===== src/gbn_pkg.sv =====
// Package for the go-back-N sender window: request, status and timer codes,
// plus the command and status structs between controller and datapath.
// No dependencies.
`timescale 1ns / 1ps

package gbn_pkg;

   // Fixed field widths
   localparam int WIN_W  = 3;
   localparam int ACK_W  = 3;
   localparam int TYPE_W = 2;
   localparam int STAT_W = 3;
   localparam int TMR_W  = 2;
   localparam int DUP_W  = 2;

   localparam logic [WIN_W-1:0] WIN_RESET = 3'd4;

   // Request types
   localparam logic [TYPE_W-1:0] REQ_SEND    = 2'd0;
   localparam logic [TYPE_W-1:0] REQ_ACK     = 2'd1;
   localparam logic [TYPE_W-1:0] REQ_TIMEOUT = 2'd2;

   // Result status codes
   localparam logic [STAT_W-1:0] ST_REFUSED = 3'd0;
   localparam logic [STAT_W-1:0] ST_SENT    = 3'd1;
   localparam logic [STAT_W-1:0] ST_ADVANCE = 3'd2;
   localparam logic [STAT_W-1:0] ST_DUPACK  = 3'd3;
   localparam logic [STAT_W-1:0] ST_CORRUPT = 3'd4;
   localparam logic [STAT_W-1:0] ST_RESEND  = 3'd5;

   // Timer commands
   localparam logic [TMR_W-1:0] TMR_NONE  = 2'd0;
   localparam logic [TMR_W-1:0] TMR_START = 2'd1;
   localparam logic [TMR_W-1:0] TMR_STOP  = 2'd2;

   // Duplicate counter: wraps modulo 3, fast retransmit on reaching 2
   localparam logic [DUP_W-1:0] DUP_TRIGGER = 2'd2;

   // Datapath operations issued by the controller
   typedef enum logic [3:0] {
      OP_NONE,
      OP_LATCH,
      OP_SEND,
      OP_REFUSE,
      OP_CORRUPT,
      OP_ADVANCE,
      OP_DUP,
      OP_TO_EMPTY,
      OP_RESEND_START,
      OP_RESEND_NEXT,
      OP_FETCH_LOAD
   } dp_op_type;

   typedef struct packed {
      dp_op_type op;
   } dp_cmd_type;

   // Decisions the datapath reports back about the latched item
   typedef struct packed {
      logic [TYPE_W-1:0] kind;
      logic              refused;
      logic              ack_ok;
      logic              in_window;
      logic              dup_hit;
      logic              none_out;
      logic              more;
   } dp_stat_type;

endpackage


===== src/go_back_n_sender_window_core.sv =====
// Go-back-N sender window with cumulative acks and duplicate-ack fast
// retransmit. A send stores its payload at the next sequence number and
// transmits it unless the window (window_size, capped at SEQ_SIZE - 1) is
// full. A corrupt ack is dropped; an in-window ack moves the base; any other
// good ack bumps a modulo-3 counter and resends the base packet when it hits
// 2. A timeout resends every outstanding packet, one item per packet, the
// last flagged by rsp_last. One item is handled at a time: no new item is
// taken until the result of the last one has been taken, and each resent
// packet costs one read of the registered payload store before its result.
// Depends on gbn_pkg, gbn_ctrl, gbn_dp and gbn_ram.
`timescale 1ns / 1ps

module go_back_n_sender_window_core
   import gbn_pkg::*;
#(
   parameter int SEQ_SIZE     = 8,
   parameter int PAYLOAD_BITS = 32
) (
   input  logic                                        clock,
   input  logic                                        reset,
   input  logic                                        csr_we,
   input  logic [WIN_W-1:0]                            csr_wdata,
   input  logic                                        req_valid,
   output logic                                        req_ready,
   input  logic [TYPE_W-1:0]                           req_type,
   input  logic [PAYLOAD_BITS-1:0]                     req_payload,
   input  logic [ACK_W-1:0]                            req_ack_num,
   input  logic                                        req_ack_ok,
   output logic                                        rsp_valid,
   input  logic                                        rsp_ready,
   output logic [STAT_W-1:0]                           rsp_status,
   output logic                                        rsp_tx_valid,
   output logic [(SEQ_SIZE > 1 ? $clog2(SEQ_SIZE) : 1)-1:0] rsp_tx_seq,
   output logic [PAYLOAD_BITS-1:0]                     rsp_tx_payload,
   output logic [TMR_W-1:0]                            rsp_timer_cmd,
   output logic                                        rsp_last
);

   dp_cmd_type  cmd;
   dp_stat_type stat;

   // Sequencing
   gbn_ctrl u_ctrl (
      .clock     (clock),
      .reset     (reset),
      .req_valid (req_valid),
      .req_ready (req_ready),
      .rsp_valid (rsp_valid),
      .rsp_ready (rsp_ready),
      .stat      (stat),
      .cmd       (cmd)
   );

   // Window state, store and result register
   gbn_dp #(
      .SEQ_SIZE     (SEQ_SIZE),
      .PAYLOAD_BITS (PAYLOAD_BITS)
   ) u_dp (
      .clock          (clock),
      .reset          (reset),
      .cmd            (cmd),
      .stat           (stat),
      .csr_we         (csr_we),
      .csr_wdata      (csr_wdata),
      .req_type       (req_type),
      .req_payload    (req_payload),
      .req_ack_num    (req_ack_num),
      .req_ack_ok     (req_ack_ok),
      .rsp_status     (rsp_status),
      .rsp_tx_valid   (rsp_tx_valid),
      .rsp_tx_seq     (rsp_tx_seq),
      .rsp_tx_payload (rsp_tx_payload),
      .rsp_timer_cmd  (rsp_timer_cmd),
      .rsp_last       (rsp_last)
   );

endmodule


===== src/gbn_ram.sv =====
// Generic single-write, single-read RAM with registered read data.
// No dependencies.
`timescale 1ns / 1ps

module gbn_ram #(
   parameter int WIDTH = 32,
   parameter int DEPTH = 8
) (
   input  logic                                  clock,
   input  logic                                  wr_en,
   input  logic [(DEPTH > 1 ? $clog2(DEPTH) : 1)-1:0] wr_addr,
   input  logic [WIDTH-1:0]                      wr_data,
   input  logic [(DEPTH > 1 ? $clog2(DEPTH) : 1)-1:0] rd_addr,
   output logic [WIDTH-1:0]                      rd_data
);

   logic [WIDTH-1:0] mem_ff [DEPTH];
   logic [WIDTH-1:0] rd_data_ff;

   // Write port and registered read port
   always_ff @(posedge clock) begin
      if (wr_en) begin
         mem_ff[wr_addr] <= wr_data;
      end
      rd_data_ff <= mem_ff[rd_addr];
   end

   assign rd_data = rd_data_ff;

endmodule


===== src/gbn_dp.sv =====
// Datapath of the go-back-N sender: window state, latched item, payload
// store with valid bits, and the result register.
// Depends on gbn_pkg and gbn_ram.
`timescale 1ns / 1ps

module gbn_dp
   import gbn_pkg::*;
#(
   parameter int SEQ_SIZE     = 8,
   parameter int PAYLOAD_BITS = 32
) (
   input  logic                                        clock,
   input  logic                                        reset,
   input  dp_cmd_type                                  cmd,
   output dp_stat_type                                 stat,
   input  logic                                        csr_we,
   input  logic [WIN_W-1:0]                            csr_wdata,
   input  logic [TYPE_W-1:0]                           req_type,
   input  logic [PAYLOAD_BITS-1:0]                     req_payload,
   input  logic [ACK_W-1:0]                            req_ack_num,
   input  logic                                        req_ack_ok,
   output logic [STAT_W-1:0]                           rsp_status,
   output logic                                        rsp_tx_valid,
   output logic [(SEQ_SIZE > 1 ? $clog2(SEQ_SIZE) : 1)-1:0] rsp_tx_seq,
   output logic [PAYLOAD_BITS-1:0]                     rsp_tx_payload,
   output logic [TMR_W-1:0]                            rsp_timer_cmd,
   output logic                                        rsp_last
);

   localparam int SEQ_W = (SEQ_SIZE > 1) ? $clog2(SEQ_SIZE) : 1;
   localparam int CW    = ((SEQ_W > WIN_W) ? SEQ_W : WIN_W) + 1;
   localparam int AM_W  = ((SEQ_W > ACK_W) ? SEQ_W : ACK_W) + 1;
   localparam logic [SEQ_W:0] SEQ_EXT  = (SEQ_W + 1)'(SEQ_SIZE);
   localparam logic [CW-1:0]  SEQ_TOP  = CW'(SEQ_SIZE - 1);
   localparam logic [AM_W-1:0] SEQ_AM  = AM_W'(SEQ_SIZE);

   // (a + b) mod SEQ_SIZE, both below SEQ_SIZE
   function automatic logic [SEQ_W-1:0] seq_add(input logic [SEQ_W-1:0] a,
                                                input logic [SEQ_W-1:0] b);
      logic [SEQ_W:0] s;
      s = {1'b0, a} + {1'b0, b};
      if (s >= SEQ_EXT) begin
         s = s - SEQ_EXT;
      end
      return s[SEQ_W-1:0];
   endfunction

   // (a - b) mod SEQ_SIZE, both below SEQ_SIZE
   function automatic logic [SEQ_W-1:0] seq_sub(input logic [SEQ_W-1:0] a,
                                                input logic [SEQ_W-1:0] b);
      logic [SEQ_W:0] s;
      if (a >= b) begin
         s = {1'b0, a} - {1'b0, b};
      end else begin
         s = {1'b0, a} + SEQ_EXT - {1'b0, b};
      end
      return s[SEQ_W-1:0];
   endfunction

   // Window state
   logic [SEQ_W-1:0]    base_ff, base_in;
   logic [SEQ_W-1:0]    next_ff, next_in;
   logic [DUP_W-1:0]    dup_ff, dup_in;
   logic [WIN_W-1:0]    win_ff;
   logic [SEQ_SIZE-1:0] vld_ff, vld_in;

   // Latched item
   logic [TYPE_W-1:0]       type_ff;
   logic [PAYLOAD_BITS-1:0] pay_ff;
   logic [ACK_W-1:0]        ack_ff;
   logic                    ok_ff;

   // Resend walk and store read
   logic [SEQ_W-1:0] ridx_ff, ridx_in;
   logic [SEQ_W-1:0] rd_seq_ff;
   logic             rd_vld_ff;
   logic [SEQ_W-1:0] rd_addr;
   logic [PAYLOAD_BITS-1:0] ram_rd_data;
   logic             ram_we;

   // Result register
   logic [STAT_W-1:0]       status_ff;
   logic                    txv_ff;
   logic [SEQ_W-1:0]        txs_ff;
   logic [PAYLOAD_BITS-1:0] txp_ff;
   logic [TMR_W-1:0]        tmr_ff;
   logic                    last_ff;

   // Derived values
   logic [AM_W-1:0]  ack_red;
   logic [SEQ_W-1:0] ack_seq;
   logic [SEQ_W-1:0] inflight;
   logic [SEQ_W-1:0] ack_diff;
   logic [CW-1:0]    eff_win;
   logic [SEQ_W-1:0] ack_base;
   logic [SEQ_W-1:0] ridx_nx;
   logic [SEQ_W:0]   ridx_nx_end;

   // Reduce the ack number modulo the sequence space (at most three steps)
   always_comb begin
      ack_red = AM_W'(ack_ff);
      for (int k = 0; k < 4; k++) begin
         if (ack_red >= SEQ_AM) begin
            ack_red = ack_red - SEQ_AM;
         end
      end
      ack_seq = ack_red[SEQ_W-1:0];
   end

   // Window tests
   always_comb begin
      inflight = seq_sub(next_ff, base_ff);
      ack_diff = seq_sub(ack_seq, base_ff);
      ack_base = (ack_seq == SEQ_TOP[SEQ_W-1:0]) ? '0 : ack_seq + 1'b1;
      eff_win  = (CW'(win_ff) > SEQ_TOP) ? SEQ_TOP : CW'(win_ff);
      ridx_nx  = ridx_ff + 1'b1;
      ridx_nx_end = {1'b0, ridx_nx} + 1'b1;
   end

   always_comb begin
      stat.kind      = type_ff;
      stat.refused   = CW'(inflight) >= eff_win;
      stat.ack_ok    = ok_ff;
      stat.in_window = CW'(ack_diff) < CW'(win_ff);
      stat.dup_hit   = (dup_ff == (DUP_TRIGGER - 1'b1));
      stat.none_out  = (inflight == '0);
      stat.more      = (type_ff == REQ_TIMEOUT) && !last_ff;
   end

   // Store read address: base for a fast retransmit or the first resend
   always_comb begin
      if (cmd.op == OP_RESEND_NEXT) begin
         rd_addr = seq_add(base_ff, ridx_nx);
      end else begin
         rd_addr = base_ff;
      end
   end

   assign ram_we = (cmd.op == OP_SEND);

   gbn_ram #(
      .WIDTH (PAYLOAD_BITS),
      .DEPTH (SEQ_SIZE)
   ) u_store (
      .clock   (clock),
      .wr_en   (ram_we),
      .wr_addr (next_ff),
      .wr_data (pay_ff),
      .rd_addr (rd_addr),
      .rd_data (ram_rd_data)
   );

   // Next window state
   always_comb begin
      base_in = base_ff;
      next_in = next_ff;
      dup_in  = dup_ff;
      vld_in  = vld_ff;
      ridx_in = ridx_ff;
      case (cmd.op)
         OP_SEND: begin
            vld_in[next_ff] = 1'b1;
            next_in = (next_ff == SEQ_TOP[SEQ_W-1:0]) ? '0 : next_ff + 1'b1;
         end
         OP_ADVANCE: begin
            base_in = ack_base;
            dup_in  = '0;
         end
         OP_DUP: begin
            dup_in = (dup_ff == DUP_TRIGGER) ? '0 : dup_ff + 1'b1;
         end
         OP_RESEND_START: ridx_in = '0;
         OP_RESEND_NEXT:  ridx_in = ridx_nx;
         default: ;
      endcase
   end

   // Control state
   always_ff @(posedge clock) begin
      if (reset) begin
         base_ff <= '0;
         next_ff <= '0;
         dup_ff  <= '0;
         win_ff  <= WIN_RESET;
         vld_ff  <= '0;
         last_ff <= 1'b1;
      end else begin
         base_ff <= base_in;
         next_ff <= next_in;
         dup_ff  <= dup_in;
         vld_ff  <= vld_in;
         if (csr_we) begin
            win_ff <= csr_wdata;
         end
         case (cmd.op)
            OP_SEND, OP_REFUSE, OP_CORRUPT, OP_ADVANCE, OP_DUP, OP_TO_EMPTY:
               last_ff <= 1'b1;
            OP_RESEND_START:
               last_ff <= (inflight == SEQ_W'(1));
            OP_RESEND_NEXT:
               last_ff <= (ridx_nx_end == {1'b0, inflight});
            default: ;
         endcase
      end
   end

   // Latched item, resend index and read tracking
   always_ff @(posedge clock) begin
      if (cmd.op == OP_LATCH) begin
         type_ff <= req_type;
         pay_ff  <= req_payload;
         ack_ff  <= req_ack_num;
         ok_ff   <= req_ack_ok;
      end
      ridx_ff   <= ridx_in;
      rd_seq_ff <= rd_addr;
      rd_vld_ff <= vld_ff[rd_addr];
   end

   // Result register
   always_ff @(posedge clock) begin
      case (cmd.op)
         OP_SEND: begin
            status_ff <= ST_SENT;
            txv_ff    <= 1'b1;
            txs_ff    <= next_ff;
            txp_ff    <= pay_ff;
            tmr_ff    <= (base_ff == next_ff) ? TMR_START : TMR_NONE;
         end
         OP_REFUSE, OP_CORRUPT: begin
            status_ff <= (cmd.op == OP_REFUSE) ? ST_REFUSED : ST_CORRUPT;
            txv_ff    <= 1'b0;
            txs_ff    <= '0;
            txp_ff    <= '0;
            tmr_ff    <= TMR_NONE;
         end
         OP_ADVANCE: begin
            status_ff <= ST_ADVANCE;
            txv_ff    <= 1'b0;
            txs_ff    <= '0;
            txp_ff    <= '0;
            tmr_ff    <= (ack_base != next_ff) ? TMR_START : TMR_STOP;
         end
         OP_DUP: begin
            status_ff <= ST_DUPACK;
            txv_ff    <= stat.dup_hit;
            txs_ff    <= '0;
            txp_ff    <= '0;
            tmr_ff    <= TMR_NONE;
         end
         OP_TO_EMPTY, OP_RESEND_START: begin
            status_ff <= ST_RESEND;
            txv_ff    <= (cmd.op == OP_RESEND_START);
            txs_ff    <= '0;
            txp_ff    <= '0;
            tmr_ff    <= TMR_START;
         end
         OP_RESEND_NEXT: begin
            tmr_ff <= TMR_NONE;
         end
         OP_FETCH_LOAD: begin
            txs_ff <= rd_seq_ff;
            txp_ff <= rd_vld_ff ? ram_rd_data : '0;
         end
         default: ;
      endcase
   end

   assign rsp_status     = status_ff;
   assign rsp_tx_valid   = txv_ff;
   assign rsp_tx_seq     = txs_ff;
   assign rsp_tx_payload = txp_ff;
   assign rsp_timer_cmd  = tmr_ff;
   assign rsp_last       = last_ff;

endmodule


===== src/gbn_ctrl.sv =====
// Controller of the go-back-N sender: sequences accept, evaluation, store
// reads and result delivery. Depends on gbn_pkg.
`timescale 1ns / 1ps

module gbn_ctrl
   import gbn_pkg::*;
(
   input  logic        clock,
   input  logic        reset,
   input  logic        req_valid,
   output logic        req_ready,
   output logic        rsp_valid,
   input  logic        rsp_ready,
   input  dp_stat_type stat,
   output dp_cmd_type  cmd
);

   typedef enum logic [1:0] {
      S_IDLE,
      S_EVAL,
      S_FETCH,
      S_RESP
   } state_type;

   state_type state_ff, state_in;

   // Next state and datapath command
   always_comb begin
      state_in = state_ff;
      cmd.op   = OP_NONE;
      unique case (state_ff)
         S_IDLE: begin
            if (req_valid) begin
               cmd.op   = OP_LATCH;
               state_in = S_EVAL;
            end
         end
         S_EVAL: begin
            unique case (stat.kind)
               REQ_SEND: begin
                  cmd.op   = stat.refused ? OP_REFUSE : OP_SEND;
                  state_in = S_RESP;
               end
               REQ_ACK: begin
                  if (!stat.ack_ok) begin
                     cmd.op   = OP_CORRUPT;
                     state_in = S_RESP;
                  end else if (stat.in_window) begin
                     cmd.op   = OP_ADVANCE;
                     state_in = S_RESP;
                  end else begin
                     cmd.op   = OP_DUP;
                     state_in = stat.dup_hit ? S_FETCH : S_RESP;
                  end
               end
               REQ_TIMEOUT: begin
                  if (stat.none_out) begin
                     cmd.op   = OP_TO_EMPTY;
                     state_in = S_RESP;
                  end else begin
                     cmd.op   = OP_RESEND_START;
                     state_in = S_FETCH;
                  end
               end
               default: state_in = S_IDLE;   // unknown type: no result
            endcase
         end
         S_FETCH: begin
            cmd.op   = OP_FETCH_LOAD;
            state_in = S_RESP;
         end
         S_RESP: begin
            if (rsp_ready) begin
               if (stat.more) begin
                  cmd.op   = OP_RESEND_NEXT;
                  state_in = S_FETCH;
               end else begin
                  state_in = S_IDLE;
               end
            end
         end
         default: state_in = S_IDLE;
      endcase
   end

   // State register
   always_ff @(posedge clock) begin
      if (reset) begin
         state_ff <= S_IDLE;
      end else begin
         state_ff <= state_in;
      end
   end

   assign req_ready = (state_ff == S_IDLE);
   assign rsp_valid = (state_ff == S_RESP);

endmodule


===== config.mk =====
export PLATFORM = sky130hd
export DESIGN_NAME = go_back_n_sender_window_core
export DESIGN_NICKNAME = d
export VERILOG_FILES = /design/src/gbn_pkg.sv /design/src/go_back_n_sender_window_core.sv /design/src/gbn_ram.sv /design/src/gbn_dp.sv /design/src/gbn_ctrl.sv
export SDC_FILE = /design/constraint.sdc
export NUM_CORES = 1
export LEC_CHECK = 0
export BUFFER_PORTS_ARGS = -buffer_cell sky130_fd_sc_hd__clkbuf_2
export CORE_MARGIN = 5
export CORE_UTILIZATION = 50
export DETAILED_ROUTE_END_ITERATION = 8
export PLACE_DENSITY = 0.67
export RECOVER_POWER = 25
export SLEW_MARGIN = 0
export SYNTH_ARGS = -nofsm -noshare
export SYNTH_HDL_FRONTEND = slang
export SYNTH_SLANG_ARGS = --single-unit

===== constraint.sdc =====
create_clock -name clock -period 7.2 [get_ports clock]
set_clock_uncertainty 0.2 [all_clocks]
set_input_delay 1.44 -clock clock [delete_from_list [all_inputs] [get_ports clock]]
set_output_delay 1.44 -clock clock [all_outputs]
set_load 0.01 [all_outputs]

==> results.ini <==
[sta]
worst_slew_margin_rel_pct = 20.5
hold_viol = 0
timing_max_transition_violations_final = 0
tightestPinTransition_ps = 1190
final_layout_worst_hold_slack_ps = 267
grt_setup_unrepaired = no
fmax_achieved_ghz = 0.220
setup_viols_final = 0
postLayoutSetupSlackWorst_ps = 2660
period_needed_ps = 4540
final_clock_period_utilization_by_the_worst_path_pct = 63.1
tns_ps = 0

[final_layout]
layout.cells.non_filler = 1606
layout-drive-gt1-share_pct = 18.5
nNetsFinal = 1240
synthToLayoutAreaGrowth_pct = 13.9
antenna-diode-count = 0
fillers = 2405

[place]
numPlacedInstances = 1528
place.detailed.hpwl_um = 17800
finalWeightedCongestion = 0.805
portBuffers = 89
pre_cts_ws_ps = 2290

[worst_setup_path]
worst_r2r_endpoint = u_dp.u_store.mem_ff[6][0]$_DFFE_PP_
crit_path_top_delay_cell = nor2_4
worstSetupPathDepth = 12
critPathTopFamily = simple AND/OR/NAND/NOR gates
cp.arrival_ps = 4490
endpoint = u_dp.u_store.mem_ff[6][0]$_DFFE_PP_
setup.worst_path.start_class = flop
crit_path_max_fanout = 32
worst_r2r_path_depth = 12
r2r-start = u_dp.next_ff[0]$_SDFFE_PP0P_
timing.critical_path.slowest_cell_delay_ps = 970
end_kind = flop
critPathRequiredTime_ps = 7150
rrSetupSlack_ps = 2660
cp_cell_sequence = inv_1, ha_1, inv_1, fa_1, xnor3_2, ha_1, nor3_1, a21oi_1, a211oi_1, buf_4, nand2_1, nor2_4
crit_buf_inv = 3
cp_startpoint = u_dp.next_ff[0]$_SDFFE_PP0P_
setup_crit_path_kind = flop to flop

[global_routing]
use_met3_pct = 3.21
largest_net_degree_at_the_start_of_global_routing = 100
grt_pass1_wl_um = 51100
met1_usage_in_global_routing_pct = 27.8
grt_antenna_before_repair = 0
global_route.overflow_total = 0
met2_usage_pct = 30.0
gr-max-usage-layer = met2
grt_pass1_vias = 9031
grt.total_usage_pct = 18.9

[clock_tree]
cts.hold.buffers_added = 0
worstSkewPairLatency_ps = 540
post_cts_buffers = 0
tritoncts = yes
clk_root_buffer_cell = clkbuf_16
htreeDepth = 2
cts_sinks = 396
worst_setup_hold_path_clk_slew_ps = 60
ctsLongestPathBuffers = 3
count_of_instances_resized_after_the_clock_tree_is_built = 0
cts-buffers-inserted = 42

[yosys]
synth_edf_count = 338
dominantRegCellSynth = edfxtp_1
yosys_warnings = 0
synthesis_stage_register_bit_count = 396
synth_cell_types = 60
netlist_area_pre_place_mm2 = 0.0154
synth_async_sr_flop_share_pct = 0
yosys.area.top_type_share_pct = 65.7
average_footprint_of_a_synthesized_cell_um2 = 14.1
mappedNetlistNets = 1160
synth_common_cells = edfxtp_1, nand2_1, nand3_1
postSynthCellCount = 1096
ys_seq_area_share_pct = 73.2
synth_area_leaders = edfxtp_1, dfxtp_1, nand2_1, nand3_1, a22o_1
synth_area_leader_cell = edfxtp_1
synth_most_common_cell = edfxtp_1

[floorplan]
fp-row-count = 64
io-pin-count = 90
core_mm2 = 0.0305
initial_utilization_pct = 50.6
die_h_um = 186
chipWidth_um = 186
design.die.area_mm2 = 0.0345

[drt]
drt_first_iter_violations = 741
postRouteAntennaNets = 0
detail_route.vias_per_cell = 5.71
number_of_detailed_route_iterations_in_the_first_pass = 5
route.detailed.drc = 0
drt-wirelength-per-cell_um = 20.4
totalWireLength_um = 32800
routed-via-count = 9166

[run]
number_of_maximum_capacitance_constraint_violations = 0

[power]
total_leakage_power_nw = 6.32
powerDensity_mw_per_mm2 = 286
ir_worst_vdd_mv = 0.162

[min_path]
min-delay-path-class = flop to flop

[outcome]
run_status = completed

placed cells by master (no fill, tap or decap), drive strengths merged, types with 6 or more instances in the layout:
cell    synthesis  final
dfxtp          58     58
a211oi         35     35
clkbuf         40    146
inv            18     20
a21oi           9      9
a311oi         32     32
a31o           32     32
and2            6      6
xnor2           7      7
and3           36     36
nor3           11     11
nand3          67     67
ha             15     15
edfxtp        338    338
clkinv          0     13
mux2i          14     14
o21ai           8      8
nor2           36     36
nand2b          6      6
buf            30     17
a31oi           7      7
a22o           37     37
nor2b           6      6
nand2         212    212
worst register-to-register path: cells and delay by family, from the launching register on:
kind	cells	cell delay [ps]
simple gates	3	1350
fa+ha+maj	3	730
flops	1	570
buf+inv	3	520
compound gates	2	410
xor+xnor	1	350
kinds of logic after synthesis:
family	synth area share, %
DFF	73.2
and+or+nand+nor	11.3
AOI/OAI and AO/OA	9.27
buffers and inverters	2.77
adders and majority gates	1.60
muxes	1.00
xor gates and xnor gates	0.778
per-layer routing:
metal / share of wire (%) / routed length [um]
met1: 46 / 15200
met3: 4.7 / 1560
met2: 48 / 15700
met4: 1.2 / 386
met5: 0 / 0
flip-flops by register name, summed over array words and instances, names as in the netlist:
name / flops
u_ctrl.state_ff: 2
u_dp.ack_ff: 3
u_dp.base_ff: 3
u_dp.dup_ff: 2
u_dp.next_ff: 3
u_dp.ok_ff: 1
u_dp.pay_ff: 32
u_dp.rd_seq_ff: 3
u_dp.rd_vld_ff: 1
u_dp.ridx_ff: 3
u_dp.rsp_last: 1
u_dp.rsp_status: 3
u_dp.rsp_timer_cmd: 2
u_dp.rsp_tx_payload: 32
u_dp.rsp_tx_seq: 3
u_dp.rsp_tx_valid: 1
u_dp.type_ff: 2
u_dp.u_store.mem_ff: 256
u_dp.u_store.rd_data: 32
u_dp.vld_ff: 8
u_dp.win_ff: 3
worst min-delay path by stage:
stage	to	from	slack, ps	depth (start not counted)
final	u_dp.vld_ff[0]$_SDFFE_PP0P_	u_dp.vld_ff[0]$_SDFFE_PP0P_	270	2
after global routing	u_dp.vld_ff[1]$_SDFFE_PP0P_	u_dp.vld_ff[1]$_SDFFE_PP0P_	300	2
after CTS	u_dp.vld_ff[0]$_SDFFE_PP0P_	u_dp.vld_ff[0]$_SDFFE_PP0P_	270	2
after detailed placement	u_dp.vld_ff[0]$_SDFFE_PP0P_	u_dp.vld_ff[0]$_SDFFE_PP0P_	260	2
after global placement	u_dp.vld_ff[2]$_SDFFE_PP0P_	u_dp.vld_ff[2]$_SDFFE_PP0P_	250	2
after floorplan	u_dp.vld_ff[0]$_SDFFE_PP0P_	u_dp.vld_ff[0]$_SDFFE_PP0P_	240	2
final cells by class:
| cell class | instances | area, um^2 | area share [%] |
|---|---|---|---|
| clock inverters | 21 | 183 | 1.04 |
| well taps | 396 | 495 | 2.82 |
| repair buffers | 106 | 573 | 3.26 |
| clock buffers | 57 | 1190 | 6.75 |
| inverters | 18 | 67.6 | 0.384 |
| multi-input cells | 612 | 3780 | 21.5 |
| flip-flops and latches | 396 | 11300 | 64.3 |
per-stage QoR:
step | power (mW) | instance area (um^2) | util [%]
global placement | 2.98 | 16200 | 53.2
floorplan | 2.87 | 15400 | -
global route | 5.21 | 17600 | 57.7
finish | 5.04 | 17600 | 57.7
detailed placement | 2.99 | 16200 | 53.2
CTS | 5.08 | 17600 | 57.7
report_power, final:
part	leakage (nW)	internal [mW]	switching, mW
logic	2.09	0.105	0.170
registers	3.56	2.60	0.0629
clock network	0.673	1.24	0.863
(Power assumes the default switching activity.)
